**src/rtl/tlb_page_table_translator_macros.svh**
```systemverilog
// ----------------------------------------------------------------------------
// tlb_page_table_translator_macros
// assertion shorthands shared by the translator rtl
// ----------------------------------------------------------------------------
`ifndef TLB_PAGE_TABLE_TRANSLATOR_MACROS_SVH
`define TLB_PAGE_TABLE_TRANSLATOR_MACROS_SVH

// same-cycle implication, checked out of reset
`define TPT_ASSERT_NOW(label, ante, cons, msg) \
  label: assert property (@(posedge clk) disable iff (!rst_n) (ante) |-> (cons)) \
    else $error(msg);

// next-cycle implication, checked out of reset
`define TPT_ASSERT_NEXT(label, ante, cons, msg) \
  label: assert property (@(posedge clk) disable iff (!rst_n) (ante) |=> (cons)) \
    else $error(msg);

`endif

```
**src/rtl/tpt_pkg.sv**
```systemverilog
// ----------------------------------------------------------------------------
// tpt_pkg
// shared constants and types for the tlb / page table translator
// ----------------------------------------------------------------------------
package tpt_pkg;

  // default sizes
  localparam int TPT_TLB_ENTRIES = 16;
  localparam int TPT_PAGE_COUNT  = 256;
  localparam int TPT_FRAME_COUNT = 256;
  localparam int TPT_OFFSET_BITS = 8;

  // fixed field widths
  localparam int TPT_ADDR_W = 16;
  localparam int TPT_CNT_W  = 32;

  // shift used by the reciprocal page reduction
  localparam int TPT_RECIP_SHIFT = 24;

  // sequencer states
  typedef enum logic [1:0] {
    ST_CLEAR,
    ST_IDLE,
    ST_LOOKUP,
    ST_TABLE
  } state_t;

  // result flags of one transaction
  typedef struct packed {
    logic valid;
    logic hit;
    logic fault;
    logic exhausted;
  } res_flags_t;

endpackage

```
**src/rtl/tpt_ram.sv**
```systemverilog
// ----------------------------------------------------------------------------
// tpt_ram
// generic single-write, single-read ram with registered read data
// ----------------------------------------------------------------------------
module tpt_ram #(
  parameter int WIDTH = 9,
  parameter int DEPTH = 256
) (
  input  logic                     clk,
  input  logic                     we,
  input  logic [$clog2(DEPTH)-1:0] waddr,
  input  logic [WIDTH-1:0]         wdata,
  input  logic [$clog2(DEPTH)-1:0] raddr,
  output logic [WIDTH-1:0]         rdata
);

  logic [WIDTH-1:0] mem_r [DEPTH];
  logic [WIDTH-1:0] rdata_r;

  // write port
  always_ff @(posedge clk) begin
    if (we) begin
      mem_r[waddr] <= wdata;
    end
  end

  // registered read port
  always_ff @(posedge clk) begin
    rdata_r <= mem_r[raddr];
  end

  assign rdata = rdata_r;

endmodule

```
**src/rtl/tpt_tlb.sv**
```systemverilog
// ----------------------------------------------------------------------------
// tpt_tlb
// fully associative tlb with fifo replacement, lowest matching entry wins
// ----------------------------------------------------------------------------
module tpt_tlb #(
  parameter int ENTRIES = 16,
  parameter int PAGE_W  = 8,
  parameter int FRAME_W = 8
) (
  input  logic               clk,
  input  logic               rst_n,
  input  logic [PAGE_W-1:0]  lookup_page,
  output logic               hit,
  output logic [FRAME_W-1:0] hit_frame,
  input  logic               load_en,
  input  logic [PAGE_W-1:0]  load_page,
  input  logic [FRAME_W-1:0] load_frame
);

  import tpt_pkg::*;

  localparam int IDX_W = $clog2(ENTRIES);

  logic [ENTRIES-1:0] valid_r;
  logic [PAGE_W-1:0]  page_r  [ENTRIES];
  logic [FRAME_W-1:0] frame_r [ENTRIES];
  logic [IDX_W-1:0]   slot_r;
  logic [IDX_W-1:0]   slot_nxt;
  logic               started_r;
  logic [IDX_W-1:0]   hit_idx;

  // parallel compare, priority to the lowest entry
  always_comb begin
    hit     = 1'b0;
    hit_idx = '0;
    for (int i = ENTRIES - 1; i >= 0; i--) begin
      if (valid_r[i] && (page_r[i] == lookup_page)) begin
        hit     = 1'b1;
        hit_idx = IDX_W'(i);
      end
    end
  end

  assign hit_frame = frame_r[hit_idx];

  // fifo slot: first load goes to slot zero, later ones advance with wrap
  always_comb begin
    if (!started_r) begin
      slot_nxt = '0;
    end else if (slot_r == IDX_W'(ENTRIES - 1)) begin
      slot_nxt = '0;
    end else begin
      slot_nxt = slot_r + IDX_W'(1);
    end
  end

  // control state
  always_ff @(posedge clk) begin
    if (!rst_n) begin
      valid_r   <= '0;
      slot_r    <= '0;
      started_r <= 1'b0;
    end else if (load_en) begin
      valid_r[slot_nxt] <= 1'b1;
      slot_r            <= slot_nxt;
      started_r         <= 1'b1;
    end
  end

  // entry payload
  always_ff @(posedge clk) begin
    if (load_en) begin
      page_r[slot_nxt]  <= load_page;
      frame_r[slot_nxt] <= load_frame;
    end
  end

endmodule

```
**src/rtl/tlb_page_table_translator.sv**
```systemverilog
// A tlb hit is resolved in ST_LOOKUP, a tlb miss in ST_TABLE after the page table
// ram read; out_valid is registered from the result of either state.
// A new start is taken only in ST_IDLE, after the last result; start is taken
// again in the cycle the result strobe is shown. The receiver cannot stall.
// Reset: synchronous, active low; afterwards busy stays high in ST_CLEAR while
// the page table is cleared one entry a cycle.
`include "tlb_page_table_translator_macros.svh"

// ----------------------------------------------------------------------------
// tlb_page_table_translator
// logical to physical address translation through a tlb and a page table
// ----------------------------------------------------------------------------
module tlb_page_table_translator #(
  parameter int TLB_ENTRIES = tpt_pkg::TPT_TLB_ENTRIES,
  parameter int PAGE_COUNT  = tpt_pkg::TPT_PAGE_COUNT,
  parameter int FRAME_COUNT = tpt_pkg::TPT_FRAME_COUNT,
  parameter int OFFSET_BITS = tpt_pkg::TPT_OFFSET_BITS
) (
  input  logic                         clk,
  input  logic                         rst_n,
  input  logic                         start,
  output logic                         busy,
  input  logic [tpt_pkg::TPT_ADDR_W-1:0] in_logical_addr,
  output logic                         out_valid,
  output logic [tpt_pkg::TPT_ADDR_W-1:0] out_physical_addr,
  output logic                         out_tlb_hit,
  output logic                         out_page_fault,
  output logic                         out_frames_exhausted,
  output logic [tpt_pkg::TPT_CNT_W-1:0]  out_translated_count,
  output logic [tpt_pkg::TPT_CNT_W-1:0]  out_hit_count,
  output logic [tpt_pkg::TPT_CNT_W-1:0]  out_fault_count
);

  import tpt_pkg::*;

  localparam int PRAW_W    = (TPT_ADDR_W > OFFSET_BITS) ? TPT_ADDR_W - OFFSET_BITS : 1;
  localparam int PAGE_W    = $clog2(PAGE_COUNT);
  localparam int FRAME_W   = $clog2(FRAME_COUNT);
  localparam int FREE_W    = $clog2(FRAME_COUNT + 1);
  localparam int ENTRY_W   = FRAME_W + 1;
  localparam int RECIP_MUL = ((2 ** TPT_RECIP_SHIFT) + PAGE_COUNT - 1) / PAGE_COUNT;
  localparam int RECIP_W   = $clog2(RECIP_MUL + 1);
  localparam int PROD_W    = PRAW_W + RECIP_W;

  state_t              state_r;
  state_t              state_nxt;
  logic [TPT_ADDR_W-1:0] addr_r;
  logic [PRAW_W-1:0]   quot_r;
  logic [PAGE_W-1:0]   page_r;
  logic [PAGE_W-1:0]   clr_r;
  logic [FREE_W-1:0]   free_r;
  logic                accept;

  logic [PRAW_W-1:0]   in_page_raw;
  logic [PROD_W-1:0]   recip_prod;
  logic [PRAW_W-1:0]   quot_nxt;
  logic [PRAW_W-1:0]   page_raw;
  logic [PRAW_W-1:0]   quot_back;
  logic [PAGE_W-1:0]   page_cur;

  logic                ram_we;
  logic [PAGE_W-1:0]   ram_waddr;
  logic [ENTRY_W-1:0]  ram_wdata;
  logic [ENTRY_W-1:0]  ram_rdata;
  logic                ent_valid;
  logic [FRAME_W-1:0]  ent_frame;
  logic                free_avail;

  logic                tlb_hit;
  logic [FRAME_W-1:0]  tlb_frame;
  logic                tlb_load;

  res_flags_t          res;
  logic [FRAME_W-1:0]  res_frame;
  logic                res_valid_r;
  logic [TPT_ADDR_W-1:0] phys_r;
  logic                hit_r;
  logic                fault_r;
  logic                exh_r;
  logic [TPT_CNT_W-1:0] cnt_trans_r;
  logic [TPT_CNT_W-1:0] cnt_hit_r;
  logic [TPT_CNT_W-1:0] cnt_fault_r;

  assign accept = start && !busy;

  // page number reduced modulo the table size: reciprocal quotient at accept
  assign in_page_raw = PRAW_W'(in_logical_addr >> OFFSET_BITS);
  assign recip_prod  = PROD_W'(in_page_raw) * PROD_W'(RECIP_MUL);
  assign quot_nxt    = PRAW_W'(recip_prod >> TPT_RECIP_SHIFT);

  // remainder from the registered quotient
  assign page_raw  = PRAW_W'(addr_r >> OFFSET_BITS);
  assign quot_back = quot_r * PRAW_W'(PAGE_COUNT);
  assign page_cur  = PAGE_W'(page_raw - quot_back);

  // page table entry fields
  assign ent_valid  = ram_rdata[FRAME_W];
  assign ent_frame  = ram_rdata[FRAME_W-1:0];
  assign free_avail = free_r < FREE_W'(FRAME_COUNT);

  // page table storage
  tpt_ram #(
    .WIDTH (ENTRY_W),
    .DEPTH (PAGE_COUNT)
  ) u_table (
    .clk   (clk),
    .we    (ram_we),
    .waddr (ram_waddr),
    .wdata (ram_wdata),
    .raddr (page_cur),
    .rdata (ram_rdata)
  );

  // tlb
  tpt_tlb #(
    .ENTRIES (TLB_ENTRIES),
    .PAGE_W  (PAGE_W),
    .FRAME_W (FRAME_W)
  ) u_tlb (
    .clk         (clk),
    .rst_n       (rst_n),
    .lookup_page (page_cur),
    .hit         (tlb_hit),
    .hit_frame   (tlb_frame),
    .load_en     (tlb_load),
    .load_page   (page_r),
    .load_frame  (res_frame)
  );

  // next state
  always_comb begin
    state_nxt = state_r;
    case (state_r)
      ST_CLEAR: begin
        if (clr_r == PAGE_W'(PAGE_COUNT - 1)) begin
          state_nxt = ST_IDLE;
        end
      end
      ST_IDLE: begin
        if (start) begin
          state_nxt = ST_LOOKUP;
        end
      end
      ST_LOOKUP: begin
        state_nxt = tlb_hit ? ST_IDLE : ST_TABLE;
      end
      ST_TABLE: begin
        state_nxt = ST_IDLE;
      end
      default: begin
        state_nxt = ST_CLEAR;
      end
    endcase
  end

  // state outputs: ram access, tlb load and result flags
  always_comb begin
    busy      = 1'b1;
    ram_we    = 1'b0;
    ram_waddr = page_r;
    ram_wdata = '0;
    tlb_load  = 1'b0;
    res       = '0;
    res_frame = ent_frame;
    case (state_r)
      ST_CLEAR: begin
        ram_we    = 1'b1;
        ram_waddr = clr_r;
        ram_wdata = '0;
      end
      ST_IDLE: begin
        busy = 1'b0;
      end
      ST_LOOKUP: begin
        res_frame = tlb_frame;
        if (tlb_hit) begin
          res.valid = 1'b1;
          res.hit   = 1'b1;
        end
      end
      ST_TABLE: begin
        res.valid = 1'b1;
        if (ent_valid) begin
          tlb_load = 1'b1;
        end else begin
          res.fault = 1'b1;
          res_frame = FRAME_W'(free_r);
          if (free_avail) begin
            ram_we    = 1'b1;
            ram_wdata = {1'b1, res_frame};
            tlb_load  = 1'b1;
          end else begin
            res.exhausted = 1'b1;
          end
        end
      end
      default: begin
        busy = 1'b1;
      end
    endcase
  end

  // control registers and running counts
  always_ff @(posedge clk) begin
    if (!rst_n) begin
      state_r     <= ST_CLEAR;
      clr_r       <= '0;
      free_r      <= '0;
      res_valid_r <= 1'b0;
      cnt_trans_r <= '0;
      cnt_hit_r   <= '0;
      cnt_fault_r <= '0;
    end else begin
      state_r     <= state_nxt;
      res_valid_r <= res.valid;
      if (state_r == ST_CLEAR) begin
        clr_r <= clr_r + PAGE_W'(1);
      end
      if (res.fault && !res.exhausted) begin
        free_r <= free_r + FREE_W'(1);
      end
      if (res.valid) begin
        cnt_trans_r <= cnt_trans_r + TPT_CNT_W'(1);
      end
      if (res.hit) begin
        cnt_hit_r <= cnt_hit_r + TPT_CNT_W'(1);
      end
      if (res.fault) begin
        cnt_fault_r <= cnt_fault_r + TPT_CNT_W'(1);
      end
    end
  end

  // transaction payload
  always_ff @(posedge clk) begin
    if (accept) begin
      addr_r <= in_logical_addr;
      quot_r <= quot_nxt;
    end
    if (state_r == ST_LOOKUP) begin
      page_r <= page_cur;
    end
    if (res.valid) begin
      phys_r  <= res.exhausted ? '0
                 : TPT_ADDR_W'({res_frame, addr_r[OFFSET_BITS-1:0]});
      hit_r   <= res.hit;
      fault_r <= res.fault;
      exh_r   <= res.exhausted;
    end
  end

  assign out_valid            = res_valid_r;
  assign out_physical_addr    = phys_r;
  assign out_tlb_hit          = hit_r;
  assign out_page_fault       = fault_r;
  assign out_frames_exhausted = exh_r;
  assign out_translated_count = cnt_trans_r;
  assign out_hit_count        = cnt_hit_r;
  assign out_fault_count      = cnt_fault_r;

  // checks
  `TPT_ASSERT_NOW(a_exh_is_fault, out_valid && out_frames_exhausted, out_page_fault, "exhausted without fault")
  `TPT_ASSERT_NOW(a_hit_no_fault, out_valid, !(out_tlb_hit && out_page_fault), "hit and fault together")
  `TPT_ASSERT_NOW(a_exh_zero_addr, out_valid && out_frames_exhausted, out_physical_addr == '0, "address not zero when out of frames")
  `TPT_ASSERT_NEXT(a_accept_busy, start && !busy, busy && !out_valid, "accepted transaction not in progress")
  `TPT_ASSERT_NEXT(a_single_strobe, out_valid, !out_valid, "result strobe longer than one cycle")

endmodule

```
**config.mk**
```make
export PLATFORM = sky130hd
export DESIGN_NAME = tlb_page_table_translator
export DESIGN_NICKNAME = d
export VERILOG_FILES = /design/src/rtl/tpt_pkg.sv /design/src/rtl/tpt_ram.sv /design/src/rtl/tpt_tlb.sv /design/src/rtl/tlb_page_table_translator.sv
export VERILOG_INCLUDE_DIRS = /design/src /design/src/rtl
export SDC_FILE = /design/constraint.sdc
export NUM_CORES = 2
export LEC_CHECK = 0
export BUFFER_PORTS_ARGS = -buffer_cell sky130_fd_sc_hd__buf_2
export CORE_MARGIN = 2
export CORE_UTILIZATION = 59
export CTS_CLUSTER_SIZE = 28
export DETAILED_ROUTE_END_ITERATION = 7
export PLACE_DENSITY = 0.83
export SYNTH_ARGS = -nofsm -noshare
export SYNTH_HDL_FRONTEND = slang
export SYNTH_SLANG_ARGS = --single-unit
export TNS_END_PERCENT = 50
```
**constraint.sdc**
```tcl
create_clock -name clk -period 15.7 [get_ports clk]
set_clock_uncertainty 0.05 [all_clocks]
set_input_delay 1.57 -clock clk [delete_from_list [all_inputs] [get_ports clk]]
set_output_delay 1.57 -clock clk [all_outputs]
set_load 0.005 [all_outputs]
```
[Word level (Yosys, flattened, before mapping)]
Memories as Yosys holds them, arrays and structs flattened. A register that Yosys moved wholly into a read port is not among the register bits.
Cells that the tools add are included.
Storage, ports and cells
  bits in registers: 180
  RAM bits: 2560
  input port bits: 19
  output and inout port bits: 117
  logic and storage cells: 136
  memories: 3
Operators by class
  add/sub/neg operators: 6
  order comparisons: 3
  equal/unequal tests: 23
  multiplexer cells: 62
  bitwise operators: 1
  reductions and logical operators: 22
Memory list
  u_table.mem_r: depth 256, width 9, rd ports 1, clocked after Yosys merged registers in 1, write ports 1, RTL line tpt_ram.sv:17  | logic [WIDTH-1:0] mem_r [DEPTH];
  u_tlb.frame_r: depth 16, width 8, rd ports 1, clocked after Yosys merged registers in 0, write ports 1, RTL line tpt_tlb.sv:26  | logic [FRAME_W-1:0] frame_r [ENTRIES];
  u_tlb.page_r: depth 16, width 8, rd ports 16, clocked after Yosys merged registers in 0, write ports 1, RTL line tpt_tlb.sv:25  | logic [PAGE_W-1:0] page_r [ENTRIES];
Operators with widths (number)
  8-bit equality test: 16
  32-bit by 1-bit adder with 32-bit output (second input constant): 3
  4-bit two-way mux: 18
  1-bit two-way mux: 28
  9-bit two-way mux: 3
  1-bit logical AND: 19
  8-bit two-way mux: 2
  16-bit bitwise OR: 1
  8-bit one-hot mux with 2 select lines: 1
  2-bit two-way mux: 6
  9-bit by 1-bit adder with 9-bit output (second input constant): 1
  9-bit less-than comparator (second input constant): 1
  8-bit by 1-bit adder with 8-bit output (second input constant): 1
  8-bit equality test (second input constant): 1
  2-bit one-hot mux with 4 select lines: 1
  4-bit by 5-bit less-than comparator with 1-bit output (second input constant): 1
  4-bit by 1-bit adder with 4-bit output (second input constant): 1
  1-bit demux with 4-bit select: 1
  2-bit equality test (second input constant): 2
  4-bit equality test (second input constant): 1
  4-bit by 1-bit greater-or-equal comparator with 1-bit output (second input constant): 1
  2-bit != test (second input constant): 2
  1-bit one-hot mux with 2 select lines: 2
  2-bit by 1-bit equality test with 1-bit output (second input constant): 1
  other kinds (3): 3

[Depth between registers and ports, before layout]
An unclocked memory read counts as a cell.
  depth in word-level cells: 21
  gate-level depth with buffers: 15
  depth with buffers taken out: 10

[Cells and area by module]
From an unflattened synthesis, not the netlist that was laid out.
Unflattened totals
  cell total of the unflattened synthesis: 5733
  area, all modules: 108445.3 um2
Modules (own cells, without submodules)
  tpt_ram: instances 1, cells each 4237, area an instance 89278.1 um2, sequential area each 69366.5 um2
  tpt_tlb: instances 1, cells each 727, area an instance 11817.6 um2, sequential area each 8107.8 um2
  tlb_page_table_translator: instances 1, cells each 769, area an instance 7349.5 um2, sequential area each 3613.5 um2

[Least setup slack after synthesis]
OpenSTA, ideal clock, no wires.
  path type: flip-flop to flip-flop
  from: register state_r[0]
  to: memory u_table.mem_r[104][0] (enable)
  library setup time: 0.374 ns
  arrival: 6.817 ns
  required time: 15.276 ns
  setup slack: 8.459 ns
  cell stages (with the launch flop): 10
  buffers on the path: 2
  clock period less this slack: 7.241 ns
  cells stage by stage: dfxtp_1 ha_1 nor2b_1 and2_1 clkbuf_1 a21oi_1 nor3b_1 nand2_1 clkbuf_1 nor2_1
On the way
  longest elaborated chain between the ends: 4
  elaborated cells on any way between the ends: 6
  those cells by class: 1 x eq/ne; 4 x mux; 1 x reduce/logical
Ends and longest elaborated chain
  start, declared: RTL line tlb_page_table_translator.sv:45  | state_t state_r;
  start signal, assigned: RTL line tlb_page_table_translator.sv:214  | state_r <= state_nxt;
  2-bit equality test or 2-bit logical NOT (tied branches): RTL line tlb_page_table_translator.sv:165  | case (state_r)
  1-bit one-hot mux with 2 select lines: RTL line tlb_page_table_translator.sv:165
  1-bit two-way mux: RTL line tpt_ram.sv:22  | if (we) begin
  1-bit two-way mux (implied by the code): RTL line tpt_ram.sv:23  | mem_r[waddr] <= wdata;
  end, declared: RTL line tpt_ram.sv:17
Parallel ways exist; a longest one is shown, timed or not.

==> summary.md <==
| Metric | Value |
|---|---|
| Status | finished clean |
| Most instantiated library cell after synthesis | edfxtp_1 |
| Final TNS setup | 0 ps |
| Combinational fraction of design power | 0.022 |
| CP max stage cell | buf_4 |
| Syn-to-layout area delta | 11.03% |
| CTS tree | built |
| Core Region | 181100 sq um |
| Top cells by area, synth | edfxtp_1, mux4_2, dfxtp_1 |
| Max-Cap Viols | 0 |
| Synth cell types | 64 |
| Slowest stage delay, CP | 940 ps |
| Startpoint Class | register |
| Final ANT Viol Nets | 0 |
| Max-slew violations | 0 |
| Resized cells post-CTS | 0 |
| Fin area | 119700 sq um |
| Initial core utilization | 0.5954 |
| CTS sink cnt | 2749 |
| Crit. path cell count | 8 |
| Sw frac | 0.2052 |
| Detail Placement HPWL | 150600 um |
| Crit-path max FO | 120 |
| Gate Count Post-Synth | 5177 |
| Cell area after synthesis | 107800 sq um |
| Crit path kind | reg2reg |
| Drt pass-1 iters | 7 |
| Pin count of the biggest net entering global routing | 184 |
| Sequential share of power | 0.534 |
| Data arrival time of the critical path | 7440 ps |
| Vias/cell | 7.068 |
| Placed cell areas | 111000 sq um |
| Critical path capture point type | register |
| Most used DFF post-synth | edfxtp_1 |
| PortBufs | 135 |
| Hold-fix buffers at CTS | 0 |
| Setup Viol. Count Final | 0 |
| Total net switching power | 3.059 mW |
| Final Power | 14.90 mW |
| DR iter-0 viols | 8928 |
| Wire per inst | 36.11 um |
| Number of setup buffers added after CTS | 0 |
| Die Ht | 431.5 um |
| Worst Hold End | u_tlb.valid_r[15]$_SDFFE_PN0P_ |
| Largest area contributor in the netlist | edfxtp_1 |
| IO Count | 136 |
| Worst r2r src | addr_r[9]$_DFFE_PP_ |
| Post-synth EDFFs | 2603 |
| CTS H-tree depth | 5 |
| Net Count, Synth | 5206 |
| Asr flop ratio synth | 0 |
| Most common cell on crit path | mux4_2 |
| DR DRC count | 0 |
| Skew-Pair Late Insertion Delay | 930 ps |
| Final min period | 6689 ps |
| Die area | 186200 sq um |
| Sequential cell area fraction in the yosys report | 0.7519 |
| Worst path required time | 16450 ps |
| RePlAce Congestion | 0.8461 |
| Synth Warn # | 0 |
| Fillers | 10500 |
| Initial antenna violation count | 13 |
| Commonest cells post-synth | edfxtp_1, mux4_2, nor2_1 |
| Crit-path cells | buf_4, buf_4, buf_12, buf_4, mux4_2, mux4_2, mux4_2, mux4_2 |
| RSZ-0062 raised after global routing | no |
| Final hold violations | 0 |
| #FFs+latches synth | 2749 |
| Layout cells sized above 1 | 0.2502 |
| Final period util | 0.4260 |
| CTS max path bufs | 4 |
| Final #Nets | 5427 |
| Multi-input logic area | 25390 sq um |
| Post-synth top area share | 0.7248 |
| Pleak | 34.90 nW |
| Worst-Margin Slew | 1411 ps |
| Placement Rows | 156 |
| CTS Root Cell | clkbuf_16 |
| Grt ovf | 0 |
| Clock network power share | 0.444 |
| DR vias | 56270 |
| CTS clk-pin slew, worst paths | 70 ps |
| Reg2reg end | u_table.rdata[3]$_DFF_P_ |
| PwrDens | 124.5 nW/um^2 |
| Storage element area | 81090 sq um |
| Total Wirelength | 287500 um |
| Reg2Reg Setup Slack | 9010 ps |
| Peak VDD IR | 0.0001140 V |
| Largest delay contributor family on the critical path | buffers and inverters |
| Hold path cells | 1 |
| Core Util, Final | 0.6611 |
| Buf/Inv on CP | 4 |
| Hold Crit Start | u_tlb.valid_r[15]$_SDFFE_PN0P_ |
| Pint | 11.85 mW |
| F_max | 149.5 MHz |
| Hold WC Path Type | reg2reg |
| First-pass GRT wire length | 414600 um |
| Syn Area/Cell | 20.83 sq um |
| CTS buffer count | 281 |
| Die Width | 431.5 um |
| GRT Overall Usage | 0.3122 |
| R2r worst-path depth | 8 |
| Worst rel slew slack | 0.05600 |
| Vias in the first global route | 56430 |
-- routing by layer --
metal	GRT usage	share of wire	up-vias
li1	-	-	21740
met1	0.3970	0.33	28830
met2	0.5174	0.50	4762
met3	0.06783	0.11	923
met4	0.1487	0.057	14
met5	0	0.00034	-
-- worst register-to-register path, cell delays in order (launching register included) --
cell and delay, ps:
edfxtp_1 720, buf_4 870, buf_4 970, buf_12 700, buf_4 1070, mux4_2 470
mux4_2 600, mux4_2 620, mux4_2 520
-- metrics by stage --
| stage | worst slack (ps) | hold WS [ps] | instances |
|---|---|---|---|
| after global routing | 8815 | 436.5 | 7961 |
| after floorplan | 8459 | 377.7 | 5177 |
| after detailed placement | 9263 | 408.4 | 7485 |
| after global placement | 9354 | 396.2 | 7485 |
| final | 9011 | 419.9 | 7962 |
| after CTS | 9167 | 422.1 | 7961 |
-- cell type report --
cell class | instances | area share
antenna | 1 | 0.00002090
clock buffer | 344 | 0.06235
clock inverter | 132 | 0.01097
inverter | 22 | 0.0006896
multi-input combinational | 2119 | 0.2120
sequential | 2749 | 0.6772
tap | 2370 | 0.02476
timing repair buffer | 225 | 0.01204
-- power groups by stage --
stage,Clock (mW),Sequential [mW],Combinational (mW)
after floorplan,0,8.10,0.204
after global placement,0,8.11,0.301
after detailed placement,0,8.11,0.310
after CTS,6.64,7.95,0.319
after global routing,6.88,7.95,0.332
final,6.62,7.96,0.325
-- sequential cells by signal, summed over array words and instances (netlist names), 2 cells and up --
name                  count
out_fault_count          32
u_table.mem_r          2304
out_physical_addr        16
u_table.rdata             9
addr_r                   16
state_r                   2
u_tlb.page_r            128
clr_r                     8
u_tlb.frame_r           128
u_tlb.slot_r              4
out_translated_count     32
out_hit_count            32
u_tlb.valid_r            16
free_r                    9
page_r                    8
-- cell usage in the layout (no fill, tap or decap), drive strengths merged, types with 8 or more instances in the layout --
| cell type | netlist | final |
|---|---|---|
| edfxtp | 2603 | 2603 |
| mux4 | 765 | 765 |
| clkbuf | 165 | 344 |
| nor2 | 307 | 307 |
| buf | 122 | 225 |
| xnor2 | 175 | 175 |
| dfxtp | 146 | 146 |
| nand2 | 122 | 122 |
| and2 | 98 | 98 |
| clkinv | 1 | 94 |
| nand3 | 92 | 92 |
| o21ai | 69 | 69 |
| nand4 | 62 | 62 |
| and3 | 47 | 47 |
| a21oi | 42 | 42 |
| xor2 | 37 | 37 |
| or3 | 29 | 29 |
| nor3 | 27 | 27 |
| a21boi | 27 | 27 |
| bufinv | 0 | 26 |
| inv | 21 | 26 |
| o211ai | 22 | 22 |
| nor2b | 20 | 20 |
| o21a | 20 | 20 |
| a22oi | 20 | 20 |
| and4 | 11 | 11 |
| mux2 | 10 | 10 |
| o22ai | 10 | 10 |
| nand2b | 10 | 10 |
| ha | 10 | 10 |
| mux2i | 9 | 9 |
| a2111oi | 8 | 8 |
| clkinvlp | 0 | 8 |
-- worst max path at each step --
stage | start | endpoint | slack [ps]
floorplan | state_r[0]$_SDFFE_PN0P_ | u_table.mem_r[104][0]$_DFFE_PP_ | 8460
global route | addr_r[8]$_DFFE_PP_ | u_tlb.frame_r[10][3]$_DFFE_PP_ | 8820
finish | addr_r[9]$_DFFE_PP_ | u_table.rdata[3]$_DFF_P_ | 9010
CTS | addr_r[9]$_DFFE_PP_ | u_table.rdata[3]$_DFF_P_ | 9170
detailed placement | addr_r[9]$_DFFE_PP_ | u_table.rdata[3]$_DFF_P_ | 9260
global placement | addr_r[9]$_DFFE_PP_ | u_table.rdata[3]$_DFF_P_ | 9350
-- kinds of logic after synthesis --
logic type | Yosys count | share of synthesized area
XOR/XNOR | 212 | 0.01722
adder cells (fa/ha/maj) | 10 | 0.001160
AO/OA/AOI/OAI | 265 | 0.01651
flip-flops | 2749 | 0.7519
multiplexers | 784 | 0.1616
buffers and inverters | 309 | 0.01330
AND/OR/NAND/NOR | 848 | 0.03829
(Power assumes the default switching activity.)
